==> src/hw/rtl/mwsr_div.sv <==
// restoring divider, one quotient bit per cycle
module mwsr_div #(
  parameter int NW  = 37,
  parameter int DW  = 5,
  localparam int SW = $clog2(NW + 1)
) (
  input  logic          clk,
  input  logic          rst,
  input  logic          start,
  input  logic [NW-1:0] dividend,
  input  logic [DW-1:0] divisor,
  output logic          done,
  output logic [NW-1:0] quotient
);

  logic [DW-1:0] rem;
  logic [DW-1:0] dvs;
  logic [SW-1:0] steps;
  logic          busy;
  logic [DW:0]   shl;
  logic [DW:0]   trial;
  logic          fits;

  assign shl   = {rem, quotient[NW-1]};
  assign fits  = shl >= {1'b0, dvs};
  assign trial = shl - {1'b0, dvs};

  always_ff @(posedge clk) begin
    if (rst) begin
      busy  <= 1'b0;
      done  <= 1'b0;
      steps <= '0;
    end else begin
      done <= 1'b0;
      if (start) begin
        busy  <= 1'b1;
        steps <= SW'(NW);
      end else if (busy) begin
        steps <= steps - 1'b1;
        if (steps == SW'(1)) begin
          busy <= 1'b0;
          done <= 1'b1;
        end
      end
    end
  end

  always_ff @(posedge clk) begin
    if (start) begin
      rem      <= '0;
      dvs      <= divisor;
      quotient <= dividend;
    end else if (busy) begin
      rem      <= fits ? trial[DW-1:0] : shl[DW-1:0];
      quotient <= {quotient[NW-2:0], fits};
    end
  end

endmodule

==> config.mk <==
export PLATFORM = sky130hd
export DESIGN_NAME = mwsr_div
export DESIGN_NICKNAME = d
export VERILOG_FILES = /design/src/hw/rtl/mwsr_div.sv
export SDC_FILE = /design/constraint.sdc
export NUM_CORES = 1
export LEC_CHECK = 0
export BUFFER_PORTS_ARGS = -buffer_cell sky130_fd_sc_hd__buf_2
export CORE_MARGIN = 4
export CORE_UTILIZATION = 50
export CTS_BUF_LIST = sky130_fd_sc_hd__clkbuf_4 sky130_fd_sc_hd__clkbuf_8
export DETAILED_ROUTE_END_ITERATION = 8
export GPL_TIMING_DRIVEN = 1
export PLACE_DENSITY = 0.79
export RECOVER_POWER = 25
export SYNTH_ARGS = -nofsm -noshare
export SYNTH_HDL_FRONTEND = slang
export SYNTH_SLANG_ARGS = --single-unit
==> constraint.sdc <==
create_clock -name clk -period 6.6 [get_ports clk]
set_input_delay 0 -clock clk [delete_from_list [all_inputs] [get_ports clk]]
set_output_delay 0 -clock clk [all_outputs]
set_load 0.02 [all_outputs]
---- Word-level counts from Yosys, hierarchy flattened ----
Cells that the tools add are included.
word-level totals
  register bits ........................... 55
  output and inout bits ................... 38
  word-level logic and storage cells ...... 24
cells by class
  add/subtract/negate cells ............... 2
  $lt $le $gt $ge ......................... 1
  eq/ne operators ......................... 1
  mux-type cells .......................... 9
  bitwise logic cells ..................... 1
  reductions and logical operators ........ 3
operator list
  kind                                               number
  two-way mux 37 bit                                 2
  two-way mux 6 bit                                  2
  == test 6 x 1 -> 1 bit (second input constant)     1
  >= comparator 6 x 5 -> 1 bit                       1
  subtractor 6 x 1 -> 6 bit (second input constant)  1
  two-way mux 5 bit                                  1
  subtractor 5 bit                                   1
  two-way mux 1 bit                                  4
  OR reduction 3 bit                                 1
  nonzero test 2 bit                                 1
  OR reduction 2 bit                                 1
  inverter 1 bit                                     1

---- Longest topological paths before layout ----
  word-level depth ........................ 4
  gate-level depth with buffers ........... 8

---- Worst setup path after synthesis ----
No wires, ideal clock.
  path type ............................... register -> register
  from .................................... register quotient[36]
  to ...................................... register rem[2]
  arrival ................................. 2.148 ns
  data required time ...................... 6.505 ns
  path slack .............................. 4.357 ns
  cell stages (with the launch flop) ...... 9
  period minus slack after synthesis ...... 2.243 ns
  cells stage by stage .................... edfxtp_1 > inv_1 > ha_1 > inv_1 > fa_1 > a211o_1 > o211a_1 > or4_1 > o311ai_1
between the ends
  longest elaborated chain between the ends .. 2
  elaborated cells on any way between the ends .. 3
  those cells by class .................... add/sub: 1; order compare: 1; mux: 1
RTL lines
  what                                                                     line    text
  start: declaration                                                       13      output logic [NW-1:0] quotient
  start signal: assignment                                                 52      quotient <= dividend;
  start signal: assignment                                                 55      quotient <= {quotient[NW-2:0], fits};
  subtractor 5 bit / >= comparator 6 x 5 -> 1 bit (equally long branches)  26, 25
  two-way mux 5 bit *                                                      54      rem <= fits ? trial[DW-1:0] : shl[DW-1:0];
  end signal: assignment                                                   54
  end: declaration                                                         16      logic [DW-1:0] rem;
Every way passes the cells marked *; elsewhere a longest branch is shown, timed or not.
A chain may end at the register's enable or synchronous reset.

==> metrics.yaml <==
status:
  outcome: "finished, violations left"
  violations: "capacitance limit, slew limit"
min_path:
  hold_depth: 2
  hold_start: "dividend[32]"
  hold_class: "input pin to flip-flop"
grt:
  grt_pass1_vias: 1929
  grt_max_degree: 53
  grtUsageTotal: 0.193
  grt_antenna_before_repair: 0
  grt_pass1_wl_mm: 9.05
  grt_overflow: 0
floorplan:
  die_w_um: 78.6
  ios: 83
  initial_core_util: 0.521
  row_count: 25
  dieHeight_um: 78.6
  dieArea_um2: 6180
  core_um2: 4790
route:
  via_count: 1879
  routed_via_density: 5.11
  wl_per_cell_um: 15.8
  drtAntennaViolNets: 0
  wl_mm: 5.82
  drc: 0
  drt_pass1_iterations: 4
  drtIter0Drc: 134
clock_tree:
  cts.sinks: 55
  cts_resized: 0
  ctsHtreeMaxLevel: 2
  cts_setup_buffers: 0
  insertion_delay_ps: 310
  clk_pin_slew_ps: 100
  cts_buffers: 5
  cts_tree: "built"
  ctsRootBufferMaster: "clkbuf_8"
  clockBufferDepth: 2
worst_setup_path:
  cpPeakStageDelay_ps: 1830
  r2r_cells: 8
  path_depth: 6
  r2r_start: "quotient[36]"
  path_buf_inv: 3
  cp-end-kind: "flip-flop"
  critical-path-top-delay-family: "buffers and inverters"
  path_class: "input pin to flip-flop"
  worstPathMaxFanout: 52
  cpMaxStageDelayCell: "clkbuf_1"
  crit_chain: "buf_2 > clkbuf_1 > clkinv_1 > and3_1 > a31oi_1 > o31ai_1"
  startpoint: "start"
  worstPathRequired_ps: 6800
  cp-start-kind: "input pin"
  critical_path_arrival_ps: 3500
final_layout:
  syn2layout_area_growth_pct: 37.1
  nFillCells: 351
  drive_gt1_frac: 0.350
  postLayoutCoreUtil: 0.715
  final_nets: 352
  design_area_um2: 3420
placement:
  placed_cell_area_um2: 2960
  place_hpwl_mm: 3.49
  gp_congestion: 0.805
  io_buffer_count: 82
synth:
  synthCells: 177
  synth_cell_types: 38
  syn_nets: 230
  ys_seq_area_frac: 0.610
  syn_area_um2: 2490
  synthTopCellsByArea: "edfxtp_1 51%, mux2_2 16%, dfxtp_1 10%"
  yosysTopAreaCellShare: 0.506
  yosysTopAreaCell: "edfxtp_1"
  yosysWarnings: 0
  synth_area_per_cell_um2: 14.1
  synth_seq_cells: 55
timing:
  hold_slack_ps: 9.52
  finClkSkew_ps: 11.6
  final.min_clock_period_ps: 3300
  tns_ps: 0
  setup_violations: 0
  maxSlewHeadroom: -0.732
  rsz0062_at_grt: "no"
  fin_crit_sh: 0.500
  tightestPinTransition_ps: 2600
  hold_violations: 0
  finalMaxSlewViolations: 53
  timing.fmax_mhz: 303
pwr:
  max-vdd-ir-drop_mv: 0.137
  p_leak_nw: 1.37
  p_per_area_nw_per_um2: 232
flow_run:
  maxCapViolations: 1
layer usage:
metal | track usage | share of wire | wire [um]
met5 | 0 | 0 | 0
met3 | 0.0493 | 0.059 | 344
met2 | 0.331 | 0.53 | 3060
met1 | 0.232 | 0.40 | 2300
met4 | 0.0734 | 0.019 | 112
sequential cells by signal, summed over array words and instances (netlist names):
signal    flops
steps         6
dvs           5
busy          1
quotient     37
done          1
rem           5
what timing repair did:
action	CTS	global route
hold endpoints to repair	47	0
endpoints found under the setup margin	0	0
hold buffers	40	0
synthesized netlist by cell type:
master,count
edfxtp_1,42
buf_1,2
nand3_1,1
a311oi_1,2
nor4b_1,2
or4_1,1
nand2_1,7
xor2_1,2
nor2b_1,1
nor2_1,7
nand3b_1,2
buf_2,4
a31oi_1,1
clkbuf_1,2
mux2_2,36
and4_4,1
nor4_1,1
o31ai_1,1
o211ai_1,1
nor3_1,3
a2111oi_0,1
a211o_2,1
nor3b_1,1
xnor2_1,5
o311ai_1,1
and3_1,1
or2_2,1
o211a_1,1
a21oi_1,9
fa_1,1
dfxtp_1,13
o41ai_1,1
ha_1,7
clkinv_1,1
a211oi_1,2
o21ai_0,2
inv_1,8
a211o_1,2
final cells by class:
class,count,area (um^2),area share
sequential,55,1520,0.445
clock buffer,5,68.8,0.0201
multi-input combinational,105,903,0.264
inverter,9,33.8,0.00988
antenna,1,2.50,0.000732
clock inverter,3,20.0,0.00585
timing repair buffer,123,786,0.230
tap,67,83.8,0.0245
cells by family (layout without fill, tap and decap cells):
logic type / after synthesis / in the layout / synth area share
and+or+nand+nor: 29 / 29 / 0.0627
muxes: 36 / 36 / 0.163
DFF: 55 / 55 / 0.610
adders and majority gates: 8 / 8 / 0.0431
buffers and inverters: 17 / 140 / 0.0276
other: 0 / 1 / 0
xor gates and xnor gates: 7 / 7 / 0.0246
AOI/OAI and AO/OA: 25 / 25 / 0.0692
layout by cell type, fill, tap and decap left out, drive strengths merged, types with 3 or more instances in the layout:
| master | n |
|---|---|
| buf | 59 |
| edfxtp | 42 |
| dlygate4sd3 | 40 |
| mux2 | 36 |
| clkbuf | 29 |
| dfxtp | 13 |
| a21oi | 9 |
| inv | 8 |
| nor2 | 7 |
| nand2 | 7 |
| ha | 7 |
| xnor2 | 5 |
| nor3 | 3 |
| clkinv | 3 |
| a211o | 3 |
worst reg2reg max path: stages, from the launching register on:
cell and delay, ps:
edfxtp_1 390, inv_1 90, ha_1 170, inv_1 60
fa_1 420, a211o_1 300, o211a_1 130, or4_1 500
o311ai_1 100
per-stage QoR:
step,setup WS (ps),power (mW),cells
2_1_floorplan,4360,0.545,177
3_3_place_gp,4450,0.595,319
3_5_place_dp,4380,0.599,319
4_1_cts,4370,0.798,367
5_1_grt,2840,0.834,367
6_report,3300,0.795,368
report_power, final:
group / leakage, nW / internal (mW) / switching, mW / total, mW
logic: 0.799 / 0.0811 / 0.0941 / 0.175
registers: 0.528 / 0.414 / 0.0218 / 0.435
clock network: 0.0418 / 0.0742 / 0.110 / 0.184
total: 1.37 / 0.569 / 0.226 / 0.795
worst paths after layout:
check	to	slack [ps]
max reg2reg	rem[2]	4350
min	quotient[32]	10
min reg2reg	steps[1]	500
max	rem[3]	3300
No activity file was read; power rests on OpenSTA's default activity.
