[src/hw/rtl/mwsr_pkg.sv]
// shared constants, register and mode codes, and types of the moving window reducer
package mwsr_pkg;

  localparam int SMP_W  = 32;   // sample word after sign extension
  localparam int OUT_W  = 48;   // Q32.16 result word
  localparam int ACC_W  = 56;   // wide accumulator, holds any unclipped result
  localparam int FRAC_W = 16;   // fraction bits of Q16.16 and Q32.16

  // reduction modes
  localparam logic [2:0] MODE_SUM    = 3'd0;
  localparam logic [2:0] MODE_MEAN   = 3'd1;
  localparam logic [2:0] MODE_COUNT  = 3'd2;
  localparam logic [2:0] MODE_PROD   = 3'd3;
  localparam logic [2:0] MODE_MIN    = 3'd4;
  localparam logic [2:0] MODE_MAX    = 3'd5;
  localparam logic [2:0] MODE_MEDIAN = 3'd6;
  localparam logic [2:0] MODE_KERNEL = 3'd7;

  // register indexes (word address)
  localparam logic [1:0] REG_MODE  = 2'd0;
  localparam logic [1:0] REG_BACK  = 2'd1;
  localparam logic [1:0] REG_AHEAD = 2'd2;

  // input word kinds
  localparam logic ACT_SAMPLE = 1'b0;
  localparam logic ACT_WEIGHT = 1'b1;

  typedef struct packed {
    logic clear;
    logic insert;
    logic shift;
  } sort_ctrl_t;

endpackage

[src/hw/rtl/mwsr_weight_mem.sv]
// kernel weight memory, one write and one registered read port
module mwsr_weight_mem #(
  parameter int DEPTH = 31,
  localparam int AW   = $clog2(DEPTH)
) (
  input  logic                         clk,
  input  logic                         wr_en,
  input  logic [AW-1:0]                wr_addr,
  input  logic [mwsr_pkg::SMP_W-1:0]   wr_data,
  input  logic                         rd_en,
  input  logic [AW-1:0]                rd_addr,
  output logic [mwsr_pkg::SMP_W-1:0]   rd_data
);

  logic [mwsr_pkg::SMP_W-1:0] mem [DEPTH];

  always_ff @(posedge clk) begin
    if (wr_en) begin
      mem[wr_addr] <= wr_data;
    end
    if (rd_en) begin
      rd_data <= mem[rd_addr];
    end
  end

endmodule

[config.mk]
export PLATFORM = sky130hd
export DESIGN_NAME = mwsr_weight_mem
export DESIGN_NICKNAME = d
export VERILOG_FILES = /design/src/hw/rtl/mwsr_pkg.sv /design/src/hw/rtl/mwsr_weight_mem.sv
export SDC_FILE = /design/constraint.sdc
export NUM_CORES = 1
export LEC_CHECK = 0
export ABC_CLOCK_PERIOD_IN_PS = 3350
export BUFFER_PORTS_ARGS = -buffer_cell sky130_fd_sc_hd__buf_4
export CAP_MARGIN = 20
export CORE_ASPECT_RATIO = 1.2
export CORE_UTILIZATION = 54
export DETAILED_ROUTE_END_ITERATION = 6
export PLACE_DENSITY = 0.71
export SYNTH_ARGS = -nofsm -noshare
export SYNTH_HDL_FRONTEND = slang
export SYNTH_SLANG_ARGS = --single-unit
[constraint.sdc]
create_clock -name clk -period 3.35 [get_ports clk]
set_input_delay 0.335 -clock clk [delete_from_list [all_inputs] [get_ports clk]]
set_output_delay 0.335 -clock clk [all_outputs]
set_load 0.1 [all_outputs]
Word level (Yosys, flattened, before mapping)
Memory sizes are Yosys's and may differ from the RTL's. A register that Yosys moved wholly into a read port is not among the register bits.
Cells that the tools add are included.
{"block": "totals", "regBits": 0, "latchBits": 0, "mem_bits_rw": 992, "rom_bits": 0, "in_bits": 45, "elab_cells": 3, "mem_count": 1}
{"block": "classes", "add_sub_neg": 0, "mul": 0, "div_mod_pow": 0, "magnitude_cmp": 0, "n_eq_ne": 0, "shift": 0, "n_mux": 2, "n_bitwise": 0, "reduce_logical": 0}
{"name": "mem", "depth": 31, "word_bits": 32, "read_ports": 1, "rd_clocked_by_memory_dff": 1, "wr": 1, "line_no": "mwsr_weight_mem.sv:15", "source": "logic [mwsr_pkg::SMP_W-1:0] mem [DEPTH];"}
{"operator": "two-way mux 1 bit", "n": 2}

Longest topological paths before layout
{"block": "logic_depth", "ltp_word": 2, "depth_mapped": 9, "ltp_nobuf": 5}

Least setup slack after synthesis
No wires, ideal clock.
{"block": "synth_timing", "path_kind": "input-to-reg", "from": "input port wr_addr[1]", "to": "memory mem[12][0] in the netlist's numbering (enable)", "setup_ns": 0.421, "arrival_time_ns": 2.348, "t_required_ns": 2.929, "slack_ns": 0.581, "path_stages": 3, "path_cell_list": "or3b_2 -> clkbuf_1 -> nor2_1"}
{"item": "start: declaration", "line_no": "mwsr_weight_mem.sv:8", "source": "input logic [AW-1:0] wr_addr,"}
{"item": "end: declaration", "line_no": "mwsr_weight_mem.sv:15"}
Straight into the memory's write port.

==> results.py <==
metrics = {
    "run_status": {
        "status": "finished with violations",
        "violations": "design-rule violations",
    },
    "yosys": {
        "synth_cell_types": 42,
        "synth_warnings": 0,
        "synth_largest_area_cell": "edfxtp_1",
        "yosys-top-cells-area": "edfxtp_1 79%, mux4_2 6.9%, mux2i_1 6.6%, o22ai_1 1.6%, nand2_1 0.63%",
        "synth_top_area_share_pct": 78.83,
        "synthCells": 1915,
        "synth_top_family_by_area": "multiplexers",
        "synth-xor-area-share_pct": 0,
        "synthSimpleGateAreaFrac_pct": 2.297,
        "syn_area_um2": 39010,
        "yosys-mux-area-fraction_pct": 13.50,
        "avgSynthCellArea_um2": 20.37,
        "ys_seq_area_share_pct": 78.83,
        "ys_ff_latch": 1024,
        "syn-num-nets": 1960,
        "synthAdderAreaFrac_pct": 0,
        "synth_compound_area_share_pct": 3.737,
    },
    "min_path": {
        "hold_path_end": "mem[25][12]$_DFFE_PP_",
        "min_path_cells": 1,
        "worstHoldPathType": "in2reg",
        "hold_start": "wr_data[12]",
    },
    "final_layout": {
        "final_cells": 3065,
        "fin_util_pct": 62.07,
        "nets": 2106,
        "area_delta_synth_final_pct": 13.33,
        "layout-drive-gt1-share_pct": 20.01,
        "diodes": 0,
    },
    "timing": {
        "finalHoldViolCount": 0,
        "max_slew_margin_pct": 37.22,
        "setup_ws_ps": 834.1,
        "max_freq_mhz": 397.5,
        "worst_clock_skew_ps": 25.91,
        "worstMarginPinSlew_ps": 939.5,
        "fin_crit_sh_pct": 75.10,
        "rsz0062_at_grt": "false",
        "fin_crit_ps": 2516,
        "maxSlewViolCount": 0,
        "finalSetupTns_ps": 0,
        "setup_viol": 0,
    },
    "global_routing": {
        "grt_pass1_wl_mm": 129.0,
        "antenna_found_initial": 2,
        "grt.overflow.total": 0,
        "grt_pass1_vias": 19680,
        "grt_max_degree": 78,
        "track_usage_pct": 24.64,
    },
    "worst_setup_path": {
        "r2r_cells": 4,
        "r2r-end": "rd_data[27]$_DFFE_PP_",
        "start_kind": "input port",
        "path_max_fanout": 25,
        "cp-end-kind": "flop",
        "cp_data_arrival_time_ps": 2840,
        "r2r_slack_ps": 1290,
        "crit_type": "in2reg",
        "r2r_start": "mem[7][27]$_DFFE_PP_",
        "worstPathRequired_ps": 3670,
    },
    "cts": {
        "cts_htree_levels": 3,
        "numCtsBuffers": 96,
        "cts_tree": "built",
        "cts_setup_buffers": 0,
        "clock_latency_ps": 670,
        "cts_resized": 0,
        "cts.hold.buffers_added": 0,
        "cts.path.max_buffers": 3,
        "cts.sinks": 1024,
        "clk_pin_slew_ps": 60,
        "cts_root_buffer": "clkbuf_16",
    },
    "job": {
        "maxCapViolations": 0,
    },
    "place": {
        "place_congestion": 0.8052,
        "dp_hpwl_mm": 49.88,
        "place_inst": 2889,
        "io_buffers": 76,
        "place_ws_ps": 230.5,
    },
    "floorplanning": {
        "io_pins": 77,
        "dieArea_um2": 73320,
        "initial_core_util_pct": 54.77,
        "rows": 107,
        "fp.dieW_um": 247.3,
        "core_um2": 71220,
        "die_h_um": 296.4,
    },
    "drt": {
        "drc": 3,
        "drtIter0Drc": 1953,
        "drtAntennaViolNets": 0,
        "drt-vias-per-instance": 6.229,
        "dr.pass1.iters": 7,
        "num_vias": 19090,
        "routed_wl_mm": 88.32,
        "detail_route.wl_per_cell_um": 28.81,
    },
    "power": {
        "leakage_uw": 0.01452,
        "ir_drop_v": 0.0004160,
        "power_density_nw_per_um2": 599.4,
    },
}
## worst max path at each step
| stage | end | start | slack (ps) |
|---|---|---|---|
| 6_report | rd_data[27]$_DFFE_PP_ | rd_addr[3] | 830 |
| 5_1_grt | rd_data[27]$_DFFE_PP_ | rd_addr[3] | 830 |
| 4_1_cts | rd_data[27]$_DFFE_PP_ | rd_addr[3] | 900 |
| 3_5_place_dp | rd_data[27]$_DFFE_PP_ | rd_addr[3] | 230 |
| 3_3_place_gp | rd_data[27]$_DFFE_PP_ | rd_addr[0] | 240 |
| 2_1_floorplan | mem[12][0]$_DFFE_PP_ | wr_addr[1] | 580 |
## cell families (layout without fill, tap and decap cells)
logic type / count (synthesis) / count (layout)
buffers and inverters: 99 / 323
and+or+nand+nor: 191 / 191
AOI/OAI and AO/OA: 225 / 225
muxes: 376 / 376
DFF: 1024 / 1024
## routing by layer
metal / track usage, % / part of all wire, % / wire, µm / up-vias
met1: 31.29 / 38 / 33670 / 9920
met4: 9.861 / 3.6 / 3211 / 4
met5: 0 / 0.026 / 23 / -
met2: 42.86 / 52 / 45620 / 762
li1: - / - / - / 8213
met3: 3.455 / 6.6 / 5794 / 194
## sequential cells by signal (all words and copies together) (netlist names)
signal and count:
mem 992, rd_data 32
## per-stage QoR
stage          cell area (µm²)  hold WS, ps  power [µW]
2_1_floorplan            39010        433.9       15570
3_3_place_gp             41130        689.0       16090
3_5_place_dp             41130        696.4       16130
4_1_cts                  44210        43.69       26630
5_1_grt                  44210        73.57       27170
6_report                 44210        70.99       26500
## cell usage in the layout (no fill, tap or decap), types with 12 or more instances in the layout
master        n
a21oi_1      19
a22oi_1      17
buf_12       21
buf_4       121
clkbuf_1     26
clkbuf_16    97
clkinv_1     23
edfxtp_1   1024
mux2i_1     256
mux4_2      120
nand2_1      65
nand3_1      24
nor2_4       31
nor2b_1      13
nor3_1       12
nor4_1       16
o211ai_1     28
o21ai_0      28
o22ai_1     100
## Yosys cell counts (all sizes together)
master / instances
a21oi: 19
nand3: 24
nor3: 12
edfxtp: 1024
nand3b: 5
a221oi: 4
mux4: 120
a21o: 10
nor2b: 13
o22ai: 100
nand2b: 1
nand2: 66
clkbuf: 22
a22o: 2
nor2: 43
or2: 1
o211ai: 28
a22oi: 17
nor4: 16
or3b: 3
buf: 74
and2: 2
o21ai: 30
a2111oi: 4
a221o: 2
a31oi: 5
mux2i: 256
inv: 3
and3: 2
a41oi: 2
nand4: 2
or3: 1
a2bb2oi: 2
## report_power, final
part | switching [µW] | leakage (µW) | total [µW] | internal, µW
combinational | 1020 | 0.00379 | 1490 | 461
clock | 4550 | 0.00148 | 10700 | 6100
sequential | 59.7 | 0.00925 | 14400 | 14300
total | 5630 | 0.0145 | 26500 | 20900
## critical path, stage by stage
cell	delay (ps)
buf_4	310
nor2_1	170
nand3_1	540
buf_4	280
o22ai_1	100
nor4_1	800
o211ai_1	270
## area by class of cell
| class | instances | area (µm²) |
|---|---|---|
| Clock inverter | 53 | 553.0 |
| Sequential cell | 1024 | 30750 |
| Inverter | 3 | 11.26 |
| Tap cell | 926 | 1159 |
| Fill cell | 4829 | 27020 |
| Timing Repair Buffer | 144 | 1359 |
| Clock buffer | 123 | 2525 |
| Multi-Input combinational cell | 792 | 7851 |
No activity file was read; power rests on OpenSTA's default activity.
