$ cat src/hw/rtl/mwsr_window_mem.sv
// window sample memory: circular buffer with per-entry valid bits
module mwsr_window_mem #(
  parameter int DEPTH       = 31,
  parameter int SAMPLE_BITS = 32,
  localparam int AW         = $clog2(DEPTH)
) (
  input  logic                   clk,
  input  logic                   rst,
  input  logic                   wr_en,
  input  logic [AW-1:0]          wr_addr,
  input  logic                   wr_ok,
  input  logic [SAMPLE_BITS-1:0] wr_val,
  input  logic                   rd_en,
  input  logic [AW-1:0]          rd_addr,
  input  logic                   clr,
  output logic                   rd_ok,
  output logic [SAMPLE_BITS-1:0] rd_val
);

  logic [SAMPLE_BITS:0] mem [DEPTH];
  logic [DEPTH-1:0]     valid;
  logic [SAMPLE_BITS:0] rd_word;
  logic                 rd_live;

  always_ff @(posedge clk) begin
    if (wr_en) begin
      mem[wr_addr] <= {wr_ok, wr_val};
    end
    if (rd_en) begin
      rd_word <= mem[rd_addr];
    end
  end

  // entries not written since the last clear read as missing
  always_ff @(posedge clk) begin
    if (rst) begin
      valid   <= '0;
      rd_live <= 1'b0;
    end else begin
      if (clr) begin
        valid <= '0;
      end else if (wr_en) begin
        valid[wr_addr] <= 1'b1;
      end
      if (rd_en) begin
        rd_live <= valid[rd_addr];
      end
    end
  end

  assign rd_ok  = rd_live & rd_word[SAMPLE_BITS];
  assign rd_val = rd_word[SAMPLE_BITS-1:0];

endmodule

$ cat config.mk
export PLATFORM = sky130hd
export DESIGN_NAME = mwsr_window_mem
export DESIGN_NICKNAME = d
export VERILOG_FILES = /design/src/hw/rtl/mwsr_window_mem.sv
export SDC_FILE = /design/constraint.sdc
export NUM_CORES = 1
export LEC_CHECK = 0
export BUFFER_PORTS_ARGS = -buffer_cell sky130_fd_sc_hd__buf_2
export CAP_MARGIN = 0
export CORE_UTILIZATION = 50
export CTS_CLUSTER_SIZE = 12
export DETAILED_ROUTE_END_ITERATION = 12
export PLACE_DENSITY = 0.66
export REMOVE_ABC_BUFFERS = 1
export SYNTH_ARGS = -nofsm -noshare
export SYNTH_HDL_FRONTEND = slang
export SYNTH_SLANG_ARGS = --single-unit
$ cat constraint.sdc
create_clock -name clk -period 6.5 [get_ports clk]
set_input_delay 1.3 -clock clk [delete_from_list [all_inputs] [get_ports clk]]
set_output_delay 1.3 -clock clk [all_outputs]
set_load 0.1 [all_outputs]
### Word level (Yosys, flattened, before mapping)

Memories as Yosys holds them, arrays and structs flattened. A register that Yosys moved wholly into a read port is not among the register bits.
Index checks and enable logic that the tools add are counted.

* input port bits: 48
* memories kept: 1
* bits in registers: 32
* bits in writable memories: 1023
* word-level logic and storage cells: 16
* output and inout port bits: 33

* muxes and demuxes: 6
* magnitude comparators: 3
* bitwise gates (word level): 2
* reduce and logical (&&, ||, !) cells: 2

Memory list
* mem: words 31, width 33, rd ports 1, clocked after memory_dff 1, write ports 1, RTL line 20 `logic [SAMPLE_BITS:0] mem [DEPTH];`

Operators by type and width (count)
* $or A31 B31 Y31: 1
* $lt A5 B6 Y1 const B: 2
* $bmux W1 S5: 1
* $demux W1 S5: 1
* $ge A5 B1 Y1 const B: 1
* $mux W1: 4
* $reduce_or A2 Y1: 1
* $and A1 B1 Y1: 1
* $logic_and A1 B1 Y1: 1

### Longest topological paths before layout

Gate-level depths: netlist of run 1.

* depth in word-level cells: 5
* gate-level depth with buffers: 10
* mapped depth without buffers: 5

### Least setup slack after synthesis of run 1

OpenSTA, ideal clock, no wires.

* path type: input-to-reg
* start: in wr_addr[1]
* end: mem mem[12][0] in the netlist's numbering, enable pin
* library setup time: 0.425 ns
* slack: 2.690 ns
* buffers on the path: 1
* required time: 6.075 ns
* arrival: 3.385 ns
* cell stages on the path: 3
* cells stage by stage: or3b_2 > clkbuf_1 > nor2_1

RTL lines
* start, declared: RTL line 10 `input logic [AW-1:0] wr_addr,`
* end, declared: RTL line 20

Straight into the memory's write port.

==> results of run 1 <==
==> synth_stat cells, types with 2 or more instances <==
library cell,n
o21a_1,31
or3b_2,2
edfxtp_1,1056
or2_2,13
mux2_2,22
nand2_1,39
o22ai_1,25
mux4_2,278
mux2i_1,88
buf_2,21
buf_4,44
nand3b_1,8
clkbuf_1,45
nor2_1,37
nand3_1,4
buf_1,9
o21ai_0,33
dfxtp_1,32
buf_6,5
nand2b_1,2
==> state kept, by name, summed over array words and instances, names as in the netlist <==
name / cells
rd_live: 1
rd_word: 33
mem: 1023
valid: 31
==> metrics by stage <==
step,util,hold slack (ns),std cells
floorplan,-,0.435,1676
global placement,0.526,0.442,2873
detailed placement,0.526,0.452,2873
CTS,0.565,0.463,3048
global route,0.565,0.470,3048
finish,0.565,0.464,3050
==> kinds of logic after synthesis <==
family,after synthesis
AO/OA/AOI/OAI,92
buffers and inverters,124
flip-flops,1088
multiplexers,388
AND/OR/NAND/NOR,108
==> worst max-delay path: stages <==
cell    delay, ns
buf_8        0.59
buf_4        0.66
mux4_2       0.40
mux4_2       0.49
mux2_2       0.27
==> per-layer routing <==
layer,wire length [um],vias to the layer above,share of wire
li1,-,7781,-
met1,38300,10100,0.41
met2,48200,654,0.51
met3,5710,145,0.060
met4,2370,2,0.025
met5,13,-,0.00014
==> placed cells by master, fill, tap and decap left out, drive strengths merged, types with 3 or more instances in the layout <==
| cell | count |
|---|---|
| dfxtp | 32 |
| nor2 | 37 |
| o22ai | 25 |
| mux2i | 88 |
| or2 | 13 |
| buf | 127 |
| nand3 | 4 |
| mux2 | 22 |
| nand2 | 39 |
| inv | 3 |
| o21a | 31 |
| nand3b | 8 |
| mux4 | 278 |
| clkbuf | 145 |
| edfxtp | 1056 |
| clkinv | 24 |
| o21ai | 33 |
==> worst min path at each step <==
stage,start,to,slack (ns),cells after the start
after floorplan,valid[12],valid[12],0.44,1
after global placement,valid[9],valid[9],0.44,1
after detailed placement,valid[15],valid[15],0.45,1
after CTS,valid[26],valid[26],0.46,1
after global routing,valid[26],valid[26],0.47,1
final,valid[18],valid[18],0.46,1
==> power by group <==
part | leakage, nW | switching, mW | internal (mW)
sequential | 9.80 | 0.0300 | 7.80
combinational | 3.35 | 0.519 | 0.283
clock | 1.52 | 2.47 | 3.19
total | 14.7 | 3.02 | 11.3
==> cell type report <==
cell class / instances / area, um2
fillers: 5865 / 35700
diodes: 2 / 5.00
multi-input cells: 588 / 8700
clock inverters: 30 / 220
repair buffers: 127 / 841
flip-flops and latches: 1088 / 32400
well taps: 1070 / 1340
clock buffers: 145 / 2920
==> flow_metrics.py, run 1 <==
metrics = {
    "placed_design": {
        "placement.cell_area_mm2": 0.0432,
        "gp_congestion": 0.740,
        "pre_cts_slack_ns": 2.27,
        "dp_hpwl_mm": 49.8,
        "portBuffers": 80,
    },
    "routing": {
        "vias": 18700,
        "drc_errors": 0,
        "vias_per_cell": 6.12,
        "drtIter0Drc": 2036,
        "first_pass_iters": 5,
        "drt_wl_total_mm": 94.6,
        "wl_per_cell_um": 31.0,
        "postRouteAntennaNets": 0,
    },
    "critical_path": {
        "reg2reg_from": "mem[26][11]",
        "rr_endpoint": "rd_word[11]",
        "startpoint_type": "input port",
        "startpoint": "rd_addr[1]",
        "crit_end": "rd_word[24]",
        "cp.arrival_ns": 3.96,
        "critPathKind": "input port to flop",
        "reg2reg_depth": 3,
        "cp.required_ns": 6.92,
        "r2r_setup_slack_ns": 4.57,
        "cp-end-kind": "flop",
        "crit_fanout": 106,
    },
    "grt": {
        "top_usage_layer": "met2",
        "met1_usage": 0.311,
        "grt.met2_usage": 0.385,
        "grt_max_degree": 107,
        "grt_overflow_total": 0,
        "grt_pass1_vias": 19700,
        "antenna_found_initial": 4,
        "track_usage": 0.229,
        "grt_pass1_wl_mm": 137,
        "grt_use_met3": 0.0365,
    },
    "status": {
        "status": "finished clean",
    },
    "floorplanning": {
        "design.core.area_mm2": 0.0821,
        "initial_core_util": 0.506,
        "dieArea_mm2": 0.0842,
        "io_pins": 81,
        "fp.dieH_um": 290,
        "rows": 105,
        "die_w_um": 290,
    },
    "clock_tree": {
        "cts_num_sinks": 1088,
        "holdBufCountCts": 0,
        "cts_tree": "built",
        "clock_tree.buffer_depth": 3,
        "cts_max_level": 3,
        "post_cts_resized": 0,
        "tritoncts.num_buffers": 108,
        "cts-root-buf": "clkbuf_16",
        "path_clk_slew_ns": 0.06,
        "post_cts_buffers": 0,
        "clk-insertion-delay-late_ns": 0.66,
    },
    "synthesis": {
        "ys_types": 26,
        "synth_top_family_by_area": "multiplexers",
        "synth-simple-area-share": 0.0119,
        "synthArstFlopShare": 0,
        "ys_seq_elements": 1088,
        "synthCells": 1800,
        "synth-edff-count": 1056,
        "synth_compound_area_frac": 0.0139,
        "synth_top_area_cell": "edfxtp_1",
        "synth-warning-count": 0,
        "synth_area_per_cell_um2": 23.1,
        "synth.cell_area_mm2": 0.0415,
        "synthFlopType": "edfxtp_1",
        "synthMuxAreaShare": 0.178,
        "synth_xor_xnor_area_share": 0,
        "synth.top_cell.area_share": 0.764,
        "synth-adder-area-share": 0,
        "synthTopCellsByArea": "edfxtp_1 76%, mux4_2 15%, mux2i_1 2.1%, dfxtp_1 1.5%, buf_4 0.80%",
        "ys_seq_area_frac": 0.779,
    },
    "run": {
        "maxCapViolations": 0,
    },
    "layout": {
        "syn_to_final_growth_pct": 11.7,
        "nNetsFinal": 1961,
        "final_area_mm2": 0.0464,
        "final_layout_size_suffix_gt1_frac": 0.304,
    },
    "sta": {
        "period_share": 0.545,
        "setup_viol": 0,
        "drv_slew": 0,
        "worstMarginPinSlew_ns": 1.27,
        "clock_skew_ns": 0.0189,
        "relSlewSlack": 0.153,
        "hold_violations": 0,
        "rsz0062_at_grt": "false",
        "setup_ws_ns": 2.96,
        "fmax_mhz": 282,
        "min_period_ns": 3.54,
        "tns_ns": 0,
    },
    "min_path": {
        "worstHoldPathType": "flop to flop",
    },
    "power_and_ir_drop": {
        "p_per_area_mw_per_mm2": 308,
        "p_leak_nw": 14.7,
        "totalPowerFinal_mw": 14.3,
        "vdd_drop_max_mv": 0.233,
    },
}
No activity file was read; power rests on OpenSTA's default activity.
==> run 2, diff against run 1 <==
- ABC_AREA: default -> 1
- PLACE_DENSITY: 0.66 -> 0.68
- clock period: 6.5 -> 2.9 ns (I/O delays scaled with it)
==> run 2 against run 1 <==
Final cell count grew 57%. Worst setup slack lost 2.3 ns. Sequential share of layout area shrank 3.2 points. Largest cell class unchanged. Critical path type is now flop to primary output. First-iteration DRC count up 60%. Highest routed layer is now met4. Worst hold slack got worse by 0.25 ns. Synthesized cell count up 97%. Combinational power rose to 2.7 times the previous value. Count of clock-buffer cells in the layout down 2. Largest power group unchanged. Clock skew rose by 0.0016 ns.
==> flow_metrics.py, run 2 <==
metrics = {
    "status": {
        "status": "finished clean",
    },
    "grt": {
        "grt_pass1_vias": 26200,
        "track_usage": 0.250,
        "antenna_found_initial": 2,
        "grt_overflow_total": 0,
        "grt_pass1_wl_mm": 166,
        "grt_max_degree": 105,
    },
    "synthesis": {
        "synthTopCellsByArea": "edfxtp_1 73%, nand2_1 8.6%, nand3_1 4.2%, a21oi_1 2.6%, nor2_1 2.3%",
        "synth.cell_area_mm2": 0.0434,
        "ys_seq_area_frac": 0.745,
        "ys_seq_elements": 1088,
        "ys_types": 26,
        "synth-warning-count": 0,
        "synth_area_per_cell_um2": 12.2,
        "synth.top_cell.area_share": 0.730,
        "synthCells": 3554,
        "synth_top_area_cell": "edfxtp_1",
        "yosysMostFrequentCell": "edfxtp_1",
        "synth-edff-count": 1056,
        "synthFlopType": "edfxtp_1",
        "synth_common_cells": "1056 x edfxtp_1, 1000 x nand2_1, 366 x nand3_1",
        "synthArstFlopShare": 0,
    },
    "sta": {
        "setup_viol": 0,
        "rsz0062_at_grt": "false",
        "worstMarginPinSlew_ns": 0.758,
        "clock_skew_ns": 0.0205,
        "drv_slew": 0,
        "hold_violations": 0,
        "min_period_ns": 2.26,
        "period_share": 0.781,
        "holdWs_ns": 0.216,
        "relSlewSlack": 0.494,
        "fmax_mhz": 442,
    },
    "power_and_ir_drop": {
        "p_sw_frac": 0.226,
        "switching_power_mw": 7.27,
        "vdd_drop_max_mv": 0.537,
        "p_leak_nw": 16.9,
        "seq_power_share": 0.546,
        "p_int_mw": 24.9,
        "p_per_area_mw_per_mm2": 661,
        "clockPowerShare": 0.386,
        "comb_power_share": 0.068,
    },
    "clock_tree": {
        "path_clk_slew_ns": 0.06,
        "clk-insertion-delay-late_ns": 0.67,
        "cts_max_level": 3,
        "cts_tree": "built",
        "cts-root-buf": "clkbuf_16",
        "holdBufCountCts": 0,
        "post_cts_resized": 0,
        "cts_num_sinks": 1088,
        "clock_tree.buffer_depth": 3,
        "post_cts_buffers": 0,
        "tritoncts.num_buffers": 106,
    },
    "placed_design": {
        "gp_congestion": 0.770,
        "dp_hpwl_mm": 55.6,
        "portBuffers": 80,
        "placement.cell_area_mm2": 0.0456,
        "dp.cells": 4626,
    },
    "layout": {
        "fill_cells": 6702,
        "syn_to_final_growth_pct": 11.8,
        "nNetsFinal": 3638,
        "regMostFlops": "mem",
        "layout_common_cells": "1056 x edfxtp_1, 1000 x nand2_1, 366 x nand3_1, 231 x nor2_1, 225 x a21oi_1",
        "diodes": 0,
        "register_area_mm2": 0.0324,
        "top_regs": "mem: 1023 flops, rd_word: 33 flops, valid: 31 flops",
        "fin_cells": 4793,
        "largest_reg_flops": 1023,
        "utilization": 0.568,
        "final_layout_size_suffix_gt1_frac": 0.0945,
        "multiInputGateArea_mm2": 0.00974,
        "final_common_cell": "edfxtp_1",
        "final_area_mm2": 0.0486,
    },
    "critical_path": {
        "critical-path-slowest-cell": "buf_2",
        "crit_fanout": 1,
        "cp-end-kind": "primary output",
        "startpoint_type": "flop",
        "cp_slowest_stage_delay_ns": 0.42,
        "critPathTopFamily": "buffers and inverters",
        "cp.arrival_ns": 1.68,
        "cp_cell_sequence": "nand2_1 -> inv_1 -> buf_2",
        "r2r_setup_slack_ns": 1.42,
        "critPathKind": "flop to primary output",
        "path_buf_inv": 2,
        "cp.required_ns": 2.32,
    },
    "floorplanning": {
        "io_pins": 81,
        "rows": 107,
        "design.core.area_mm2": 0.0855,
        "fp.dieH_um": 297,
        "die_w_um": 297,
        "initial_core_util": 0.508,
        "dieArea_mm2": 0.0881,
    },
    "min_path": {
        "worstHoldPathType": "input port to flop",
    },
    "routing": {
        "vias": 27800,
        "first_pass_iters": 5,
        "vias_per_cell": 5.80,
        "drc_errors": 0,
        "postRouteAntennaNets": 0,
        "drtIter0Drc": 3262,
        "wl_per_cell_um": 23.1,
        "drt_wl_total_mm": 111,
    },
    "run": {
        "maxCapViolations": 0,
    },
}
-- run 2: cell count changes after synthesis, moves of 104 or more --
cell,previous run,this run
a21oi_1,1,225
mux4_2,278,0
nand2_1,39,1000
nand3_1,4,366
nor2_1,37,262
o21ai_0,33,137
-- run 2: cell type report --
class                   instances  share of cell area
clock buffers                 143              0.0591
clock inverters                24             0.00299
inverters                      48             0.00438
multi-input cells            2160               0.200
flip-flops and latches       1088               0.666
well taps                    1144              0.0295
repair buffers                186              0.0378
-- run 2: kinds of logic after synthesis --
logic type	synth area share
AND/OR/NAND/NOR	0.153
flip-flops	0.745
buffers and inverters	0.0365
AO/OA/AOI/OAI	0.0655
-- run 2: stage by stage --
stage          setup WS, ns  total power, mW  setup TNS [ns]
2_1_floorplan         -2.09             19.0          -67.64
3_3_place_gp          0.398             20.0               0
3_5_place_dp          0.367             20.0               0
4_1_cts               0.618             32.2               0
5_1_grt               0.620             33.0               0
6_report              0.636             32.1               0
-- run 2: metal layers --
layer,global-route usage,up-vias,part of all wire
met5,0,-,0
li1,-,12600,-
met2,0.400,1252,0.47
met4,0.0690,0,0.021
met3,0.0396,168,0.087
met1,0.357,13800,0.42
-- run 2: worst paths after layout --
kind	from	cells after the start	endpoint
worst max register to register	mem[6][4]	6	rd_word[4]
worst min-delay path	rst	4	rd_live
worst max-delay path	rd_word[32]	3	rd_ok
worst min register to register	valid[16]	2	valid[16]
-- run 2: power groups by stage --
stage	Combinational [mW]	Clock [mW]	Sequential [mW]
5_1_grt	2.38	13.1	17.6
2_1_floorplan	0.874	0	18.1
4_1_cts	2.18	12.5	17.5
6_report	2.19	12.4	17.5
3_5_place_dp	2.17	0	17.9
3_3_place_gp	2.15	0	17.9
-- run 2: worst register-to-register path: stages, from the launching register on --
cell,delay (ns)
edfxtp_1,0.35
o21ai_0,0.16
nor2_1,0.06
o31ai_1,0.43
nand2_1,0.11
nand2_1,0.07
nand2_1,0.07
